<file path="config.mk">
export PLATFORM = sky130hd
export DESIGN_NAME = grid_rectangle_first_fit_placer_top
export DESIGN_NICKNAME = d
export VERILOG_FILES = /design/src/grffp_pkg.sv /design/src/grid_rectangle_first_fit_placer_top.sv
export VERILOG_INCLUDE_DIRS = /design/src /design/src/src
export SDC_FILE = /design/constraint.sdc
export NUM_CORES = 2
export LEC_CHECK = 0
export ABC_CLOCK_PERIOD_IN_PS = 5700
export BUFFER_PORTS_ARGS = -buffer_cell sky130_fd_sc_hd__buf_2
export CAP_MARGIN = 20
export CORE_MARGIN = 5
export CORE_UTILIZATION = 40
export DETAILED_ROUTE_END_ITERATION = 6
export HOLD_SLACK_MARGIN = 0.05
export PLACE_DENSITY = 0.61
export SYNTH_ARGS = -nofsm -noshare
export SYNTH_HDL_FRONTEND = slang
export SYNTH_SLANG_ARGS = --single-unit
</file>
<file path="constraint.sdc">
create_clock -name clk -period 5.7 [get_ports clk]
set_input_delay 0.57 -clock clk [delete_from_list [all_inputs] [get_ports clk]]
set_output_delay 0.57 -clock clk [all_outputs]
set_load 0.1 [all_outputs]
</file>
<file path="src/grid_rectangle_first_fit_placer_top_assert.svh">
// Assertion macros for the grid rectangle placer.
`ifndef GRID_RECTANGLE_FIRST_FIT_PLACER_TOP_ASSERT_SVH
`define GRID_RECTANGLE_FIRST_FIT_PLACER_TOP_ASSERT_SVH

// Same-cycle implication, sampled on clk, quiet while rst_n is low.
`define GRFFP_ASSERT_NOW(lbl, ante, cons, msg) \
  lbl: assert property (@(posedge clk) disable iff (!rst_n) (ante) |-> (cons)) \
    else $error(msg);

// Next-cycle implication, sampled on clk, quiet while rst_n is low.
`define GRFFP_ASSERT_NEXT(lbl, ante, cons, msg) \
  lbl: assert property (@(posedge clk) disable iff (!rst_n) (ante) |=> (cons)) \
    else $error(msg);

`endif

</file>
<file path="src/grffp_pkg.sv">
// Package: widths, register indexes, command codes and defaults of the placer.
package grffp_pkg;

  localparam int unsigned MAX_COLUMNS_DEF = 16;
  localparam int unsigned MAX_ROWS_DEF    = 16;
  localparam int unsigned ID_BITS_DEF     = 8;

  // field widths
  localparam int unsigned ITEM_ID_W  = 8;
  localparam int unsigned EXTENT_W   = 5;
  localparam int unsigned CFG_DATA_W = 5;
  localparam int unsigned CFG_IDX_W  = 1;
  localparam int unsigned POS_W      = 4;

  // beat layouts, padded to whole bytes
  localparam int unsigned IN_DATA_W  = 24;
  localparam int unsigned OUT_DATA_W = 16;

  // position + extent sums stay below 64 + 31, so 8 bits always suffice
  localparam int unsigned SUM_W = 8;

  localparam logic [CFG_IDX_W-1:0] REG_GRID_COLUMNS = 1'd0;
  localparam logic [CFG_IDX_W-1:0] REG_GRID_ROWS    = 1'd1;

  localparam logic CMD_ADD    = 1'b0;
  localparam logic CMD_REMOVE = 1'b1;

  localparam logic [CFG_DATA_W-1:0] GRID_COLUMNS_RST = 5'd16;
  localparam logic [CFG_DATA_W-1:0] GRID_ROWS_RST    = 5'd16;

endpackage

</file>
<file path="src/grid_rectangle_first_fit_placer_top.sv">
// Top level: first-fit rectangle placer over a grid of cell owner IDs.
//
//  channel  | direction | beat contents
//  ---------+-----------+-------------------------------------------------------
//  in_*     | sink      | tuser: command; tdata: item_id, item_width, item_height
//  out_*    | source    | tdata: placed, place_column, place_row, was_rotated
//  cfg_*    | sink      | cfg_index 0 grid_columns, 1 grid_rows; no read-back
//
//  Add: each pass walks top-left positions in row-major order; a position whose
//  rectangle leaves the grid is dropped at once (a whole row or the rest of the pass
//  is skipped), otherwise its covered rows go one at a time through the shared
//  row-mask compare until a row collides. If the first pass finds no spot, a second
//  pass runs with the extents swapped; a fit is then filled (one cell write a cycle)
//  and reported. Remove: a sweep over every cell, one owner-memory read a cycle.
//  Reset clears the occupancy flops at once, so no clearing pass is needed.
//  in_tready is high only when idle; a finished result waits in the output
//  register while the next beat is taken.
module grid_rectangle_first_fit_placer_top #(
  parameter int unsigned MAX_COLUMNS = grffp_pkg::MAX_COLUMNS_DEF,
  parameter int unsigned MAX_ROWS    = grffp_pkg::MAX_ROWS_DEF,
  parameter int unsigned ID_BITS     = grffp_pkg::ID_BITS_DEF
) (
  input  logic                                  clk,
  input  logic                                  rst_n,
  // write port for grid_columns / grid_rows
  input  logic                                  cfg_we,
  input  logic [grffp_pkg::CFG_IDX_W-1:0]       cfg_index,
  input  logic [grffp_pkg::CFG_DATA_W-1:0]      cfg_wdata,
  // command stream
  input  logic                                  in_tvalid,
  output logic                                  in_tready,
  // [7:0] item_id, [12:8] item_width, [17:13] item_height, [23:18] zero
  input  logic [grffp_pkg::IN_DATA_W-1:0]       in_tdata,
  // [0] command
  input  logic                                  in_tuser,
  // result stream
  output logic                                  out_tvalid,
  input  logic                                  out_tready,
  // [0] placed, [4:1] place_column, [8:5] place_row, [9] was_rotated, [15:10] zero
  output logic [grffp_pkg::OUT_DATA_W-1:0]      out_tdata
);
  import grffp_pkg::*;

  localparam int unsigned CB = (MAX_COLUMNS > 1) ? $clog2(MAX_COLUMNS) : 1;
  localparam int unsigned RB = (MAX_ROWS > 1) ? $clog2(MAX_ROWS) : 1;

  localparam logic [2:0] ST_IDLE    = 3'd0;
  localparam logic [2:0] ST_SCAN    = 3'd1;
  localparam logic [2:0] ST_FILL    = 3'd2;
  localparam logic [2:0] ST_RM      = 3'd3;
  localparam logic [2:0] ST_RM_TAIL = 3'd4;
  localparam logic [2:0] ST_DONE    = 3'd5;

  logic [2:0] state_r, state_nxt;

  // configuration
  logic [CFG_DATA_W-1:0] grid_columns_r, grid_rows_r;
  logic [SUM_W-1:0]      cols_u, rows_u;

  // latched command
  logic [ID_BITS-1:0]  id_r, id_nxt;
  logic [EXTENT_W-1:0] w_r, w_nxt, h_r, h_nxt;

  // scan position and result
  logic [CB-1:0]       x_r, x_nxt;
  logic [RB-1:0]       y_r, y_nxt;
  logic [EXTENT_W-1:0] k_r, k_nxt;
  logic                rot_r, rot_nxt;
  logic                ok_r, ok_nxt;

  // fill walk
  logic [EXTENT_W-1:0] fx_r, fx_nxt, fy_r, fy_nxt;

  // remove sweep
  logic [CB-1:0] rm_col_r, rm_col_nxt, p_col_r;
  logic [RB-1:0] rm_row_r, rm_row_nxt, p_row_r;
  logic          p_v_r, p_v_nxt;

  // storage: occupancy flops act as valid bits for the owner memory
  logic [MAX_ROWS-1:0][MAX_COLUMNS-1:0] occ_r;
  logic [ID_BITS-1:0] mem_r [MAX_ROWS][MAX_COLUMNS];
  logic [ID_BITS-1:0] rd_data_r;

  logic                out_tvalid_r;
  logic [OUT_DATA_W-1:0] out_tdata_r, out_tdata_nxt;

  // datapath helpers
  logic                in_fire;
  logic [ID_BITS-1:0]  in_id;
  logic [EXTENT_W-1:0] in_w, in_h, ew, eh;
  logic [SUM_W-1:0]    x_end, y_end;
  logic [RB-1:0]       chk_row, fill_row;
  logic [CB-1:0]       fill_col;
  logic [MAX_COLUMNS-1:0] span_mask, row_bits;
  logic                fill_we, clr_we;

  assign in_fire = in_tvalid && in_tready;
  assign in_id   = ID_BITS'(in_tdata[7:0]);
  assign in_w    = in_tdata[12:8];
  assign in_h    = in_tdata[17:13];

  // saturate registers to the grid's physical size
  assign cols_u = (SUM_W'(grid_columns_r) > SUM_W'(MAX_COLUMNS)) ?
                  SUM_W'(MAX_COLUMNS) : SUM_W'(grid_columns_r);
  assign rows_u = (SUM_W'(grid_rows_r) > SUM_W'(MAX_ROWS)) ?
                  SUM_W'(MAX_ROWS) : SUM_W'(grid_rows_r);

  assign ew = rot_r ? h_r : w_r;
  assign eh = rot_r ? w_r : h_r;

  assign x_end = SUM_W'(x_r) + SUM_W'(ew);
  assign y_end = SUM_W'(y_r) + SUM_W'(eh);

  assign chk_row = RB'(SUM_W'(y_r) + SUM_W'(k_r));
  assign row_bits = occ_r[chk_row];

  always_comb begin
    for (int j = 0; j < MAX_COLUMNS; j++) begin
      span_mask[j] = (SUM_W'(j) >= SUM_W'(x_r)) && (SUM_W'(j) < x_end);
    end
  end

  assign fill_row = RB'(SUM_W'(y_r) + SUM_W'(fy_r));
  assign fill_col = CB'(SUM_W'(x_r) + SUM_W'(fx_r));
  assign fill_we  = (state_r == ST_FILL);
  assign clr_we   = p_v_r && occ_r[p_row_r][p_col_r] && (rd_data_r == id_r);

  // result beat; failed adds and removes carry a zero position
  always_comb begin
    out_tdata_nxt    = '0;
    out_tdata_nxt[0] = ok_r;
    if (ok_r) begin
      out_tdata_nxt[4:1] = POS_W'(x_r);
      out_tdata_nxt[8:5] = POS_W'(y_r);
      out_tdata_nxt[9]   = rot_r;
    end
  end

  // sequencer
  always_comb begin
    state_nxt  = state_r;
    id_nxt     = id_r;
    w_nxt      = w_r;
    h_nxt      = h_r;
    x_nxt      = x_r;
    y_nxt      = y_r;
    k_nxt      = k_r;
    rot_nxt    = rot_r;
    ok_nxt     = ok_r;
    fx_nxt     = fx_r;
    fy_nxt     = fy_r;
    rm_col_nxt = rm_col_r;
    rm_row_nxt = rm_row_r;
    p_v_nxt    = 1'b0;

    unique case (state_r)
      ST_IDLE: begin
        if (in_fire) begin
          id_nxt     = in_id;
          w_nxt      = in_w;
          h_nxt      = in_h;
          x_nxt      = '0;
          y_nxt      = '0;
          k_nxt      = '0;
          rot_nxt    = 1'b0;
          fx_nxt     = '0;
          fy_nxt     = '0;
          rm_col_nxt = '0;
          rm_row_nxt = '0;
          if (in_tuser == CMD_REMOVE) begin
            ok_nxt    = 1'b1;
            state_nxt = (in_id == '0) ? ST_DONE : ST_RM;
          end else begin
            ok_nxt = 1'b0;
            if (in_id == '0 || in_w == '0 || in_h == '0 || cols_u == '0 || rows_u == '0) begin
              state_nxt = ST_DONE;
            end else begin
              state_nxt = ST_SCAN;
            end
          end
        end
      end

      ST_SCAN: begin
        if (y_end > rows_u || (x_end > cols_u && SUM_W'(y_r) + 1'b1 == rows_u) ||
            ((|(row_bits & span_mask)) && SUM_W'(x_r) + 1'b1 == cols_u &&
             SUM_W'(y_r) + 1'b1 == rows_u)) begin
          // pass exhausted
          x_nxt = '0;
          y_nxt = '0;
          k_nxt = '0;
          if (!rot_r) begin
            rot_nxt = 1'b1;
          end else begin
            rot_nxt   = 1'b0;
            state_nxt = ST_DONE;
          end
        end else if (x_end > cols_u ||
                     ((|(row_bits & span_mask)) && SUM_W'(x_r) + 1'b1 == cols_u)) begin
          // next row of positions
          x_nxt = '0;
          y_nxt = y_r + 1'b1;
          k_nxt = '0;
        end else if (|(row_bits & span_mask)) begin
          x_nxt = x_r + 1'b1;
          k_nxt = '0;
        end else if (k_r == eh - 1'b1) begin
          fx_nxt    = '0;
          fy_nxt    = '0;
          state_nxt = ST_FILL;
        end else begin
          k_nxt = k_r + 1'b1;
        end
      end

      ST_FILL: begin
        if (fx_r == ew - 1'b1) begin
          fx_nxt = '0;
          if (fy_r == eh - 1'b1) begin
            ok_nxt    = 1'b1;
            state_nxt = ST_DONE;
          end else begin
            fy_nxt = fy_r + 1'b1;
          end
        end else begin
          fx_nxt = fx_r + 1'b1;
        end
      end

      ST_RM: begin
        p_v_nxt = 1'b1;
        if (rm_col_r == CB'(MAX_COLUMNS - 1)) begin
          rm_col_nxt = '0;
          if (rm_row_r == RB'(MAX_ROWS - 1)) begin
            state_nxt = ST_RM_TAIL;
          end else begin
            rm_row_nxt = rm_row_r + 1'b1;
          end
        end else begin
          rm_col_nxt = rm_col_r + 1'b1;
        end
      end

      ST_RM_TAIL: begin
        // last compare lands this cycle
        state_nxt = ST_DONE;
      end

      ST_DONE: begin
        if (!out_tvalid_r || out_tready) begin
          state_nxt = ST_IDLE;
        end
      end

      default: begin
        state_nxt = ST_IDLE;
      end
    endcase
  end

  // control registers
  always_ff @(posedge clk) begin
    if (!rst_n) begin
      state_r        <= ST_IDLE;
      grid_columns_r <= GRID_COLUMNS_RST;
      grid_rows_r    <= GRID_ROWS_RST;
      p_v_r          <= 1'b0;
      out_tvalid_r   <= 1'b0;
      occ_r          <= '0;
    end else begin
      state_r <= state_nxt;
      p_v_r   <= p_v_nxt;
      if (cfg_we) begin
        unique case (cfg_index)
          REG_GRID_COLUMNS: grid_columns_r <= cfg_wdata;
          REG_GRID_ROWS:    grid_rows_r    <= cfg_wdata;
          default: ;
        endcase
      end
      if (fill_we) begin
        occ_r[fill_row][fill_col] <= 1'b1;
      end
      if (clr_we) begin
        occ_r[p_row_r][p_col_r] <= 1'b0;
      end
      if (state_r == ST_DONE && (!out_tvalid_r || out_tready)) begin
        out_tvalid_r <= 1'b1;
      end else if (out_tready) begin
        out_tvalid_r <= 1'b0;
      end
    end
  end

  // payload registers
  always_ff @(posedge clk) begin
    id_r     <= id_nxt;
    w_r      <= w_nxt;
    h_r      <= h_nxt;
    x_r      <= x_nxt;
    y_r      <= y_nxt;
    k_r      <= k_nxt;
    rot_r    <= rot_nxt;
    ok_r     <= ok_nxt;
    fx_r     <= fx_nxt;
    fy_r     <= fy_nxt;
    rm_col_r <= rm_col_nxt;
    rm_row_r <= rm_row_nxt;
    p_col_r  <= rm_col_r;
    p_row_r  <= rm_row_r;
    if (state_r == ST_DONE && (!out_tvalid_r || out_tready)) begin
      out_tdata_r <= out_tdata_nxt;
    end
  end

  // owner memory: one write, one registered read a cycle
  always_ff @(posedge clk) begin
    if (fill_we) begin
      mem_r[fill_row][fill_col] <= id_r;
    end
    rd_data_r <= mem_r[rm_row_r][rm_col_r];
  end

  assign in_tready  = (state_r == ST_IDLE);
  assign out_tvalid = out_tvalid_r;
  assign out_tdata  = out_tdata_r;

`include "grid_rectangle_first_fit_placer_top_assert.svh"

  `GRFFP_ASSERT_NOW(a_fail_zero_pos, out_tvalid_r && !out_tdata_r[0],
                    out_tdata_r[9:1] == '0, "failed add reports a non-zero position")
  `GRFFP_ASSERT_NOW(a_fill_in_grid, state_r == ST_FILL,
                    SUM_W'(fill_row) < rows_u && SUM_W'(fill_col) < cols_u,
                    "fill outside the grid in use")
  `GRFFP_ASSERT_NEXT(a_accept_leaves_idle, in_fire, state_r != ST_IDLE,
                     "accepted beat did not start work")

endmodule

</file>
==> impl_metrics.ini <==
[timing]
layout_min_cycle_time_ns = 5.20
slew_viol_final = 0
fmax_mhz = 192
slew_headroom = 0.130
rsz0062_at_grt = false
finalClockSkew_ns = 0.0658
setup_violations = 0
fin_tns_setup_ns = 0
hold_violations = 0
tightestPinTransition_ns = 1.30
period_share = 0.912

[global_routing]
overflow = 0
grt_pass1_wl_mm = 383
grt_pass1_vias = 51700
busiest_layer = met2
grt_max_degree = 201
grt_use_met3 = 0.0427
use_met2 = 0.325
use_met1 = 0.296
grt_use_total = 0.211
antenna_found_initial = 11

[critical_path]
critPathKind = flip-flop to flip-flop
worstRegToRegCells = 15
cp-end-kind = flip-flop
required_ns = 6.29
cp-start-kind = flip-flop
path_max_fanout = 18
timing.rr.start = k_r[0]
regToRegEndpoint = fy_r[4]
crit_chain = ha_4 > inv_1 > fa_4 > mux4_2 > mux2_2 > or3_1 > a22oi_1 > o221ai_1 > a2111oi_1 > buf_4 > and3b_1 > and3_1 > a21oi_1 > nor3_1 > buf_4
crit_top_cell = buf_4
cp-endpoint = fy_r[4]
cp_slowest_cell = fa_4
crit_start = k_r[0]
cp_data_arrival_time_ns = 5.79
max_stage_delay_ns = 1.05
rrSetupSlack_ns = 0.50

[logic_synthesis]
synthTopCellsByArea = edfxtp_1, mux4_2, dfxtp_1, a21oi_1, o21ai_0
ys_seq_elements = 2400
yosysUniqueCellTypes = 75
yosysSeqAreaShare = 0.714
syn-cell-area_mm2 = 0.0969
synth_ff_type = edfxtp_1
avgSynthCellArea_um2 = 19.3
synth_top_area_share = 0.653
synth_area_leader_cell = edfxtp_1
synthCells = 5023
ys_async_sr_fraction = 0
synth-edff-count = 2109
synth_warnings = 0

[floorplanning]
coreArea_mm2 = 0.241
start_util = 0.403
ios = 54
dieWidth_um = 502
rows = 180
die-area_mm2 = 0.252
die_h_um = 502

[routing]
vias = 52100
vias_per_cell = 5.98
drt-initial-drc-count = 6796
finalWirelength_mm = 267
ant_nets = 0
avgRoutedWirePerCell_um = 30.7
drc = 7
drt_first_pass_iters = 7

[cts]
worst_skew_pair.late_latency_ns = 0.91
post_cts_buffers = 0
cts_buffer_depth = 3
numClockSinks = 2400
cts_buffers = 235
htreeDepth = 4
cts_tree = built
ctsResizeCount = 0
clock-root-buffer = clkbuf_16
clk_pin_slew_worst_paths_ns = 0.06

[placement]
place_inst = 8210
io_buffers = 41
place_congestion = 0.917
dp_hpwl_mm = 168

[cells_and_area]
syn_to_final_growth_pct = 14.3
final_cell_mix = edfxtp_1, mux4_2, nor2_1, a21oi_1, dfxtp_1
final_nets = 5387
final_common_cell = edfxtp_1
utilization = 0.460
fin_cells = 8703
drive_gt1_frac = 0.286

[job]
cap_violations = 0

[pwr]
ir_drop_uv = 995
power.leakage_nw = 34.6
power_mw = 56.0
p_per_area_mw_per_mm2 = 505

[hold_path]
hp-class = input port to flip-flop

[run_status]
status = complete, but fails checks
violations = DRC
==> how the worst min path moves through the flow <==
stage,from,end,depth (start not counted)
after detailed placement,rm_row_r[1],p_row_r[1],0
final,rst_n,grid_rows_r[4],2
after CTS,in_tvalid,rot_r,3
after floorplan,rm_col_r[0],p_col_r[0],0
after global placement,rm_row_r[3],p_row_r[3],0
after global routing,rst_n,grid_rows_r[4],2
==> layout make-up <==
class,instances,area [um2]
Clock inverter,134,1410
Multi-Input combinational cell,2284,26600
Fill cell,20000,130000
Inverter,33,124
Antenna cell,7,17.5
Timing Repair Buffer,354,3060
Sequential cell,2400,69200
Clock buffer,306,6360
Tap cell,3185,3990
==> power breakdown <==
group	total, mW	internal [mW]	switching [mW]
Sequential	21.0	20.1	0.899
Combinational	19.4	7.61	11.8
Clock	15.5	8.77	6.77
Total	56.0	36.5	19.5
==> stage by stage <==
stage / cell area, um2 / hold slack (ns) / setup slack [ns]
floorplan: 96900 / 0.375 / 0.486
global placement: 102000 / 0.432 / 0.616
detailed placement: 103000 / 0.428 / 0.625
CTS: 111000 / 0.0789 / 0.555
global route: 111000 / 0.139 / 0.272
finish: 111000 / 0.152 / 0.502
==> Yosys cell counts, types with 15 or more instances <==
cell type,instances
edfxtp_1,2109
mux4_2,805
nor2_1,340
a21oi_1,292
dfxtp_1,291
o21ai_0,278
clkbuf_1,187
nand2_1,137
buf_1,73
nand3_1,50
mux2i_1,44
ha_1,38
xor2_1,35
xnor2_1,34
inv_1,33
buf_2,31
nor3_1,22
buf_4,17
nand2b_1,16
nor2b_1,16
nor4_1,16
mux2_2,15
==> logic make-up after synthesis <==
logic type / Yosys count / share of synthesized area
flip-flops: 2400 / 0.714
AND/OR/NAND/NOR: 660 / 0.0303
buffers and inverters: 344 / 0.0146
XOR/XNOR: 70 / 0.00640
adder cells (fa/ha/maj): 43 / 0.00594
other: 1 / 0.0000387
multiplexers: 865 / 0.194
AO/OA/AOI/OAI: 640 / 0.0355
==> repair_timing <==
item / 4_1_cts / 5_1_grt
setup endpoints to repair: 0 / 0
hold buffers: 29 / 0
hold endpoints to repair: 31 / 0
==> sequential cells by signal (all words and copies together), names as in the netlist, 8 cells and up, named ones only <==
name       flops
out_tdata     10
occ_r        256
rd_data_r      8
id_r           8
mem_r       2048
==> per-layer routing <==
metal	wire, um	part of all wire
met1	108000	0.41
met2	124000	0.47
met3	22800	0.085
met4	11700	0.044
met5	28	0.00010
==> critical path: cells and delay by family (launching register included) <==
kind | cells | cell delay (ns)
fa+ha+maj | 2 | 1.23
simple gates | 4 | 0.97
compound gates | 4 | 0.95
mux | 2 | 0.74
flops | 1 | 0.50
buf+inv | 3 | 0.48
No activity file was read; power rests on OpenSTA's default activity.
